--- src/rtl/sprc_pkg.sv ---
// Shared types and constants for the row-group prune and range coalescer.
package sprc_pkg;

    localparam int POS_W      = 40;
    localparam int OFF_W      = 48;
    localparam int LEN_W      = 32;
    localparam int BKT_W      = 6;
    localparam int BITS_W     = 64;
    localparam int CFG_IDX_W  = 3;
    localparam int CFG_DATA_W = 48;
    localparam int BUCKETS_DEF = 64;
    localparam int FIFO_DEPTH = 4;
    localparam int FIFO_AW    = 2;
    localparam int FIFO_CW    = 3;

    typedef enum logic [CFG_IDX_W-1:0] {
        CFG_RANGE_LOW       = 3'd0,
        CFG_RANGE_HIGH      = 3'd1,
        CFG_PARENT_VALID    = 3'd2,
        CFG_PARENT_POSITION = 3'd3,
        CFG_LOW_BUCKET      = 3'd4,
        CFG_HIGH_BUCKET     = 3'd5,
        CFG_PARENT_BUCKET   = 3'd6,
        CFG_SPLIT_TARGET    = 3'd7
    } t_cfg_idx;

    typedef struct packed {
        logic              unknown_sketch;
        logic [POS_W-1:0]  pos_min;
        logic [POS_W-1:0]  pos_max;
        logic [BITS_W-1:0] bucket_bits;
        logic [OFF_W-1:0]  data_offset;
        logic [LEN_W-1:0]  data_len;
        logic              end_of_shard;
    } t_in_item;

    typedef struct packed {
        logic             interval_hit;
        logic             bitmap_hit;
        logic             kept;
        logic             chunk_valid;
        logic [OFF_W-1:0] chunk_start;
        logic [OFF_W-1:0] chunk_end;
        logic             last_of_run;
    } t_out_item;

    typedef struct packed {
        logic [POS_W-1:0] range_low;
        logic [POS_W-1:0] range_high;
        logic             parent_valid;
        logic [POS_W-1:0] parent_position;
        logic [BKT_W-1:0] low_bucket;
        logic [BKT_W-1:0] high_bucket;
        logic [BKT_W-1:0] parent_bucket;
        logic [OFF_W-1:0] cut_len;
    } t_cfg;

    // register values after reset
    localparam t_cfg CFG_RESET = '{
        range_low:       '0,
        range_high:      '0,
        parent_valid:    1'b0,
        parent_position: '0,
        low_bucket:      '0,
        high_bucket:     '0,
        parent_bucket:   '0,
        cut_len:         OFF_W'(1)
    };

    // filter verdict and byte range of one group
    typedef struct packed {
        logic             iv;
        logic             bm;
        logic             kp;
        logic             eos;
        logic [OFF_W-1:0] off;
        logic [LEN_W-1:0] len;
        logic [OFF_W-1:0] end_sat;
    } t_grp;

endpackage

--- src/rtl/sprc_filter.sv ---
// Input register, interval and bucket bitmap tests, and verdict register.
module sprc_filter #(
    parameter int BUCKETS = sprc_pkg::BUCKETS_DEF
) (
    input  logic               i_clk,
    input  logic               i_rst_n,
    input  logic               i_valid,
    input  sprc_pkg::t_in_item i_item,
    output logic               o_ready,
    input  sprc_pkg::t_cfg     i_cfg,
    input  logic               i_b_ready,
    output logic               o_b_valid,
    output sprc_pkg::t_grp     o_grp
);
    import sprc_pkg::*;

    logic     r_a_valid, n_a_valid;
    t_in_item r_a_item;
    logic     r_b_valid, n_b_valid;
    t_grp     r_b_grp, n_b_grp;

    logic              a_adv;
    logic              nonempty, grp_ok;
    logic              iv_range, iv_par, bm_range, bm_par;
    logic [BITS_W-1:0] mask;
    logic [OFF_W:0]    end_sum;

    assign o_ready   = !r_a_valid || i_b_ready;
    assign a_adv     = r_a_valid && i_b_ready;
    assign o_b_valid = r_b_valid;
    assign o_grp     = r_b_grp;

    always_comb begin
        for (int i = 0; i < BITS_W; i++) begin
            mask[i] = (BKT_W'(i) >= i_cfg.low_bucket) && (BKT_W'(i) <= i_cfg.high_bucket)
                      && (i < BUCKETS);
        end
    end

    assign nonempty = i_cfg.range_low < i_cfg.range_high;
    assign grp_ok   = r_a_item.pos_min <= r_a_item.pos_max;
    assign iv_range = nonempty && (r_a_item.pos_max >= i_cfg.range_low)
                      && (r_a_item.pos_min < i_cfg.range_high);
    assign iv_par   = i_cfg.parent_valid && (i_cfg.parent_position >= r_a_item.pos_min)
                      && (i_cfg.parent_position <= r_a_item.pos_max);
    assign bm_range = nonempty && |(r_a_item.bucket_bits & mask);
    assign bm_par   = i_cfg.parent_valid && r_a_item.bucket_bits[i_cfg.parent_bucket]
                      && ({1'b0, i_cfg.parent_bucket} < (BKT_W+1)'(BUCKETS));
    assign end_sum  = {1'b0, r_a_item.data_offset} + (OFF_W+1)'(r_a_item.data_len);

    always_comb begin
        n_b_grp.iv      = r_a_item.unknown_sketch || (grp_ok && (iv_range || iv_par));
        n_b_grp.bm      = r_a_item.unknown_sketch || (grp_ok && (bm_range || bm_par));
        n_b_grp.kp      = n_b_grp.iv && n_b_grp.bm;
        n_b_grp.eos     = r_a_item.end_of_shard;
        n_b_grp.off     = r_a_item.data_offset;
        n_b_grp.len     = r_a_item.data_len;
        n_b_grp.end_sat = end_sum[OFF_W] ? {OFF_W{1'b1}} : end_sum[OFF_W-1:0];
        n_a_valid = o_ready ? i_valid : r_a_valid;
        n_b_valid = i_b_ready ? r_a_valid : r_b_valid;
    end

    always_ff @(posedge i_clk) begin
        if (!i_rst_n) begin
            r_a_valid <= 1'b0;
            r_b_valid <= 1'b0;
        end else begin
            r_a_valid <= n_a_valid;
            r_b_valid <= n_b_valid;
        end
    end

    always_ff @(posedge i_clk) begin
        if (o_ready && i_valid) begin
            r_a_item <= i_item;
        end
        if (a_adv) begin
            r_b_grp <= n_b_grp;
        end
    end

endmodule

--- src/rtl/sprc_coalesce.sv ---
// Open byte range state; merges kept groups and emits closed ranges.
module sprc_coalesce (
    input  logic                          i_clk,
    input  logic                          i_rst_n,
    input  logic                          i_fire,
    input  sprc_pkg::t_grp                i_grp,
    input  logic [sprc_pkg::OFF_W-1:0]    i_split,
    output logic                          o_two,
    output sprc_pkg::t_out_item           o_res0,
    output sprc_pkg::t_out_item           o_res1
);
    import sprc_pkg::*;

    logic [OFF_W-1:0] r_start, r_end, n_start, n_end;

    logic             open, cont, emit_prior, emit_new, nopen, cut;
    logic [OFF_W:0]   ext_sum;
    logic [OFF_W-1:0] ext, ns, ne, span;

    assign open    = r_end > r_start;
    assign cont    = open && (r_end == i_grp.off);
    assign ext_sum = {1'b0, r_end} + (OFF_W+1)'(i_grp.len);
    assign ext     = ext_sum[OFF_W] ? {OFF_W{1'b1}} : ext_sum[OFF_W-1:0];
    assign ns      = cont ? r_start : i_grp.off;
    assign ne      = cont ? ext : i_grp.end_sat;
    assign nopen   = ne > ns;
    assign span    = ne - ns;
    assign cut     = nopen && (span >= i_split);

    assign emit_prior = i_grp.kp ? (open && !cont) : open;
    assign emit_new   = i_grp.kp && nopen && (cut || i_grp.eos);
    assign o_two      = emit_prior && emit_new;

    always_comb begin
        o_res0 = '0;
        o_res0.interval_hit = i_grp.iv;
        o_res0.bitmap_hit   = i_grp.bm;
        o_res0.kept         = i_grp.kp;
        o_res1 = o_res0;
        o_res0.last_of_run  = !o_two;
        o_res1.last_of_run  = 1'b1;
        if (emit_prior) begin
            o_res0.chunk_valid = 1'b1;
            o_res0.chunk_start = r_start;
            o_res0.chunk_end   = r_end;
        end else if (emit_new) begin
            o_res0.chunk_valid = 1'b1;
            o_res0.chunk_start = ns;
            o_res0.chunk_end   = ne;
        end
        o_res1.chunk_valid = 1'b1;
        o_res1.chunk_start = ns;
        o_res1.chunk_end   = ne;

        if (!i_grp.kp || cut || i_grp.eos) begin
            n_start = '0;
            n_end   = '0;
        end else begin
            n_start = ns;
            n_end   = ne;
        end
    end

    always_ff @(posedge i_clk) begin
        if (!i_rst_n) begin
            r_start <= '0;
            r_end   <= '0;
        end else if (i_fire) begin
            r_start <= n_start;
            r_end   <= n_end;
        end
    end

endmodule

--- src/rtl/sprc_out_fifo.sv ---
// Four-entry result queue: one or two pushes, one pop per cycle while the output is not stalled.
module sprc_out_fifo (
    input  logic                i_clk,
    input  logic                i_rst_n,
    input  logic                i_push,
    input  logic                i_two,
    input  sprc_pkg::t_out_item i_res0,
    input  sprc_pkg::t_out_item i_res1,
    output logic                o_room,
    output logic                o_valid,
    output sprc_pkg::t_out_item o_item,
    input  logic                i_stall
);
    import sprc_pkg::*;

    t_out_item          r_mem [FIFO_DEPTH];
    logic [FIFO_AW-1:0] r_wptr, r_rptr, n_wptr, n_rptr;
    logic [FIFO_CW-1:0] r_count, n_count;
    logic               pop;
    logic [FIFO_CW-1:0] push_n;
    logic [FIFO_AW-1:0] wptr1;

    assign o_valid = r_count != '0;
    assign o_item  = r_mem[r_rptr];
    assign o_room  = r_count < FIFO_CW'(FIFO_DEPTH - 1);
    assign pop     = o_valid && !i_stall;
    assign wptr1   = r_wptr + FIFO_AW'(1);

    always_comb begin
        push_n  = !i_push ? '0 : (i_two ? FIFO_CW'(2) : FIFO_CW'(1));
        n_count = r_count + push_n - FIFO_CW'(pop);
        n_wptr  = r_wptr + push_n[FIFO_AW-1:0];
        n_rptr  = r_rptr + FIFO_AW'(pop);
    end

    always_ff @(posedge i_clk) begin
        if (!i_rst_n) begin
            r_count <= '0;
            r_wptr  <= '0;
            r_rptr  <= '0;
        end else begin
            r_count <= n_count;
            r_wptr  <= n_wptr;
            r_rptr  <= n_rptr;
        end
    end

    always_ff @(posedge i_clk) begin
        if (i_push) begin
            r_mem[r_wptr] <= i_res0;
            if (i_two) begin
                r_mem[wptr1] <= i_res1;
            end
        end
    end

endmodule

--- src/rtl/sprc_cfg_regs.sv ---
// Configuration register file.
module sprc_cfg_regs (
    input  logic                              i_clk,
    input  logic                              i_rst_n,
    input  logic                              i_cfg_we,
    input  logic [sprc_pkg::CFG_IDX_W-1:0]    i_cfg_idx,
    input  logic [sprc_pkg::CFG_DATA_W-1:0]   i_cfg_data,
    output sprc_pkg::t_cfg                    o_cfg
);
    import sprc_pkg::*;

    t_cfg r_cfg;

    assign o_cfg = r_cfg;

    always_ff @(posedge i_clk) begin
        if (!i_rst_n) begin
            r_cfg <= CFG_RESET;
        end else if (i_cfg_we) begin
            case (t_cfg_idx'(i_cfg_idx))
                CFG_RANGE_LOW:       r_cfg.range_low       <= i_cfg_data[POS_W-1:0];
                CFG_RANGE_HIGH:      r_cfg.range_high      <= i_cfg_data[POS_W-1:0];
                CFG_PARENT_VALID:    r_cfg.parent_valid    <= i_cfg_data[0];
                CFG_PARENT_POSITION: r_cfg.parent_position <= i_cfg_data[POS_W-1:0];
                CFG_LOW_BUCKET:      r_cfg.low_bucket      <= i_cfg_data[BKT_W-1:0];
                CFG_HIGH_BUCKET:     r_cfg.high_bucket     <= i_cfg_data[BKT_W-1:0];
                CFG_PARENT_BUCKET:   r_cfg.parent_bucket   <= i_cfg_data[BKT_W-1:0];
                CFG_SPLIT_TARGET:    r_cfg.cut_len         <= i_cfg_data[OFF_W-1:0];
                default: ;
            endcase
        end
    end

endmodule

--- src/rtl/sketch_prune_range_coalescer_core.sv ---
// Top level: row-group prune filter and byte-range coalescer.
// An accepted item passes the input register, the verdict register and the result queue before its first result shows.
// Throughput: one item per cycle while the queue has room and the output is not stalled; an item
// that closes two ranges gives two results, popped one at a time by the single-pop result queue.
// Reset (synchronous, active low) clears pipeline valids, the result queue,
// the open range and the configuration registers (cut length to 1).
module sketch_prune_range_coalescer_core #(
    parameter int BUCKETS = sprc_pkg::BUCKETS_DEF
) (
    input  logic                             i_clk,
    input  logic                             i_rst_n,
    input  logic                             i_valid,
    input  sprc_pkg::t_in_item               i_item,
    output logic                             o_stall,
    output logic                             o_valid,
    output sprc_pkg::t_out_item              o_item,
    input  logic                             i_stall,
    input  logic                             i_cfg_we,
    input  logic [sprc_pkg::CFG_IDX_W-1:0]   i_cfg_idx,
    input  logic [sprc_pkg::CFG_DATA_W-1:0]  i_cfg_data
);
    import sprc_pkg::*;

    t_cfg      cfg;
    t_grp      grp;
    t_out_item res0, res1;
    logic      in_ready, b_valid, b_ready, fire, room, two;

    assign o_stall = !in_ready;
    assign b_ready = !b_valid || room;
    assign fire    = b_valid && room;

    sprc_cfg_regs u_cfg (
        .i_clk      (i_clk),
        .i_rst_n    (i_rst_n),
        .i_cfg_we   (i_cfg_we),
        .i_cfg_idx  (i_cfg_idx),
        .i_cfg_data (i_cfg_data),
        .o_cfg      (cfg)
    );

    sprc_filter #(
        .BUCKETS (BUCKETS)
    ) u_filter (
        .i_clk     (i_clk),
        .i_rst_n   (i_rst_n),
        .i_valid   (i_valid),
        .i_item    (i_item),
        .o_ready   (in_ready),
        .i_cfg     (cfg),
        .i_b_ready (b_ready),
        .o_b_valid (b_valid),
        .o_grp     (grp)
    );

    sprc_coalesce u_coal (
        .i_clk   (i_clk),
        .i_rst_n (i_rst_n),
        .i_fire  (fire),
        .i_grp   (grp),
        .i_split (cfg.cut_len),
        .o_two   (two),
        .o_res0  (res0),
        .o_res1  (res1)
    );

    sprc_out_fifo u_fifo (
        .i_clk   (i_clk),
        .i_rst_n (i_rst_n),
        .i_push  (fire),
        .i_two   (two),
        .i_res0  (res0),
        .i_res1  (res1),
        .o_room  (room),
        .o_valid (o_valid),
        .o_item  (o_item),
        .i_stall (i_stall)
    );

    // a pruned group closes at most one range
    a_prune_single: assert property (@(posedge i_clk) disable iff (!i_rst_n)
        (o_valid && !o_item.kept) |-> o_item.last_of_run)
        else $error("pruned group gave more than one result");

    // closed ranges are never empty
    a_chunk_nonempty: assert property (@(posedge i_clk) disable iff (!i_rst_n)
        (o_valid && o_item.chunk_valid) |-> (o_item.chunk_end > o_item.chunk_start))
        else $error("empty range reported");

    // an item with no closed range gives one result with a zeroed range
    a_no_chunk: assert property (@(posedge i_clk) disable iff (!i_rst_n)
        (o_valid && !o_item.chunk_valid) |->
        (o_item.last_of_run && o_item.chunk_start == '0 && o_item.chunk_end == '0))
        else $error("malformed empty result");

    // kept implies both tests hit
    a_kept: assert property (@(posedge i_clk) disable iff (!i_rst_n)
        (o_valid && o_item.kept) |-> (o_item.interval_hit && o_item.bitmap_hit))
        else $error("kept without both hits");

endmodule
--- config.mk ---
export PLATFORM = sky130hd
export DESIGN_NAME = sketch_prune_range_coalescer_core
export DESIGN_NICKNAME = d
export VERILOG_FILES = /design/src/rtl/sprc_pkg.sv /design/src/rtl/sprc_filter.sv /design/src/rtl/sprc_coalesce.sv /design/src/rtl/sprc_out_fifo.sv /design/src/rtl/sprc_cfg_regs.sv /design/src/rtl/sketch_prune_range_coalescer_core.sv
export SDC_FILE = /design/constraint.sdc
export NUM_CORES = 2
export LEC_CHECK = 0
export ABC_AREA = 1
export BUFFER_PORTS_ARGS = -buffer_cell sky130_fd_sc_hd__clkbuf_2
export CORE_MARGIN = 8
export CORE_UTILIZATION = 30
export CTS_BUF_LIST = sky130_fd_sc_hd__clkbuf_8
export DETAILED_ROUTE_END_ITERATION = 6
export PLACE_DENSITY_LB_ADDON = 0.08
export RECOVER_POWER = 25
export SYNTH_ARGS = -nofsm -noshare
export SYNTH_HDL_FRONTEND = slang
export SYNTH_HIERARCHICAL = 1
export SYNTH_SLANG_ARGS = --single-unit
--- constraint.sdc ---
create_clock -name i_clk -period 17.2 [get_ports i_clk]
set_input_delay 1.72 -clock i_clk [delete_from_list [all_inputs] [get_ports i_clk]]
set_output_delay 1.72 -clock i_clk [all_outputs]
set_load 0.005 [all_outputs]
==> metrics.md <==
| Metric | Value |
|---|---|
| Share of cells above drive strength 1 | a little over a tenth |
| Data arrival, critical path | 13.17 ns |
| Largest net degree at the start of global routing | ~150 |
| Number of buffers created by CTS | 201 |
| Crit path launch type | flop |
| Floorplan core area | approximately 220000 um2 |
| FF+latch count, synth | ~1100 |
| Die Footprint | 235000 um2 |
| Detailed-placement wirelength estimate | roughly 220 mm |
| Final net count | between 9000 and 10000 |
| Num ports | approximately 390 |
| Status | complete, but fails checks |
| Vias | about 59000 |
| Max Root-Sink Buffers | 3 |
| Worst-path clk slew | around 0.06 ns |
| Area grow syn2layout | 12.3% |
| Worst slew margin | -141% |
| Worst slew pin tran | between 3 and 4 ns |
| Met2 routed WL | 127 mm |
| Post-Syn Area per Cell | about 7.8 um2 |
| Ys Warns | 6 |
| CP Buf/Inv Count | 7 |
| CP Class | flop to flop |
| Cell Area, Placed | ~70000 um2 |
| Failing checks | max-capacitance violations, max-slew violations |
| Max Cap Viol | 5 |
| Initial antenna violation count | 30 |
| Cells after synthesis | between 8000 and 9000 |
| Starting Density | 30.1% |
| Drt pass-1 iters | 6 |
| Synth cell types | 60 |
| CP max stage delay | 0.78 ns |
| Die Width | approximately 490 um |
| Met3 routed WL | ~18 mm |
| Grt ovf | 0 |
| Final setup fails | 0 |
| RSZ-0062 raised after global routing | false |
| Critical-path maximum fanout | 86 |
| Total global-route track usage | a little under a quarter |
| TritonCTS Sinks | around 1100 |
| Die Y | between 400 and 500 um |
| Vias in the first global route | ~57000 |
| First-pass GRT wire length | between 400 and 500 mm |
| Post-CTS setup buffers | 0 |
| DR top layer | met5 |
| Synthesized cell area | ~66000 um2 |
| Top delay family on crit path | simple AND/OR/NAND/NOR gates |
| Fmax | 0.0795 GHz |
| Final ANT Viol Nets | 0 |
| Clock tree root buffer cell | clkbuf_8 |
| Final worst-path cycle share | roughly three quarters |
| Non-filler cells, final | approximately 12000 |
| Gpl congestion | roughly 1.0 |
| Routed WL per cell | 24.0 um |
| WP data required | approximately 18 ns |
| Residual DRC | 0 |
| Inst Count DP | about 11000 |
| Clock latency on the worst-skew pair | 0.99 ns |
| VDD IR max | between 80 and 90 uV |
| Minimum clock period | between 10 and 15 ns |
| I/O Buffers | between 300 and 400 |
| Crit path max-delay cell type | buf_4 |
| Most area-hungry cell type in the Yosys netlist | edfxtp_1 |
| Most used cell, CP | nand2_1 |
| Hold crit path type | flop to flop |
| Routed WL | ~280 mm |
| CTS tree | built |
| Ranking of synthesized cells by area | edfxtp_1, nand2_1, dfxtp_1 |
| Fin area | about 74000 um2 |
| Sequential area share after synthesis | ~44% |
| Hold WS | 0.444 ns |
| Cts-stage hold buffer count | 0 |
| Final Max Tran Viols | 255 |
| Final Skew | about 0.075 ns |
| Post_cts resized | 0 |
| Hold Vio Cnt, Final | 0 |
| Vias per cell | roughly 5.0 |
| Total Negative Setup Slacks | 0 ns |
| Initial DRC count | approximately 5000 |
| CTS HTree Levels | 4 |
| Crit end category | flop |
| DRT met1 WL | 132 mm |
| P_leak | 31.7 nW |
| Pwr/cell area | between 90 and 100 nW/um2 |
| Yosys top cell area share | a little over a third |
| Cell Rows | roughly 170 |
-- cell usage in the layout, fill, tap and decap left out, types with 29 or more instances in the layout --
cell	instances
inv_1	1049
nand2_1	2204
ha_1	449
clkbuf_8	223
buf_4	49
o21ai_0	480
o21ai_2	135
o22ai_1	152
o21ai_1	248
clkinv_2	29
nand3_1	406
nor3_1	40
clkbuf_2	348
dfxtp_1	290
xnor2_1	45
clkbuf_1	39
edfxtp_1	762
nand4_1	84
xor2_1	62
clkinv_1	41
nor2_2	37
nor2_1	1127
a21oi_1	395
-- per-stage QoR --
| stage | worst slack [ns] | power, mW | utilization (%) |
|---|---|---|---|
| floorplan | 3.71 | 4.02 | - |
| detailed placement | 4.55 | 4.78 | 32.0 |
| global route | 3.97 | 7.59 | 33.8 |
| CTS | 4.56 | 7.33 | 33.8 |
| global placement | 4.71 | 4.78 | 32.0 |
| finish | 4.63 | 7.21 | 33.8 |
-- path summary, 6_finish.rpt --
path / start / endpoint / slack (ns) / cells after the start
setup / recovery: u_coal/r_start[27] / u_fifo/r_mem[2][29] / 4.63 / 42
setup reg to reg: u_coal/r_start[27] / u_fifo/r_mem[2][29] / 4.63 / 42
hold reg to reg: u_filter/n_b_grp[128] / u_filter/o_grp[128] / 0.44 / 0
hold / removal: u_filter/n_b_grp[128] / u_filter/o_grp[128] / 0.44 / 0
-- layer usage --
layer / GRT usage, % / up-vias
li1: - / 28700
met1: 32.2 / 27900
met2: 37.1 / 1932
met3: 4.28 / 376
met4: 6.20 / 26
met5: 0 / -
-- registers in the layout (all words and copies together), names as in the netlist --
register and count:
u_cfg/o_cfg 187, u_coal/r_end 48, u_coal/r_start 48, u_fifo/r_count 3, u_fifo/r_mem 404, u_fifo/r_rptr 2, u_fifo/r_wptr 2, u_filter/n_b_grp 81
u_filter/o_b_valid 1, u_filter/o_grp 132, u_filter/r_a_item 145, u_filter/r_a_valid 1
-- cell type report --
type                            instances  area (um2)
Antenna cell                            9        22.5
Clock buffer                          223        3070
Clock inverter                        156         928
Fill cell                           23400      145000
Inverter                             1008        3800
Multi-Input combinational cell       6083       31600
Sequential cell                      1054       28700
Tap cell                             2871        3590
Timing Repair Buffer                  439        2320
-- logic make-up (layout without fill, tap and decap cells) --
family	count (synthesis)	after routing	share of synthesized area [%]
simple gates	3993	3993	24.5
compound gates	1528	1528	13.2
buf+inv	1350	1826	8.73
flops	1054	1054	43.5
fa+ha+maj	453	453	8.63
xor+xnor	107	107	1.42
other cells	1	11	0.00568
-- cell usage after synthesis (all sizes together) --
master and count:
or2 29, nor4b 2, o2bb2ai 1, nand3b 4, inv 1003, a21boi 10, nor4 13, o21ai 864
buf 238, o21bai 19, xor2 62, and2 5, a21o 15, conb 1, o21a 22, o311ai 1
a211oi 1, a21oi 399, o22ai 167, a31oi 12, a311oi 1, clkinv 5, and3b 1, nand2 2218
nor3 42, nand3 414, xnor2 45, o221ai 1, and3 4, o211ai 10, fa 4, edfxtp 762
a31o 1, ha 449, nand4 84, dfxtp 292, o31ai 4, nor2 1177, clkbuf 104
-- report_power, final --
part	total, mW	internal [mW]	switching, mW	leakage (nW)
registers	3.00	2.87	0.128	9.56
clock network	2.49	1.30	1.18	2.29
logic	1.72	0.508	1.21	19.9
(Power assumes the default switching activity.)
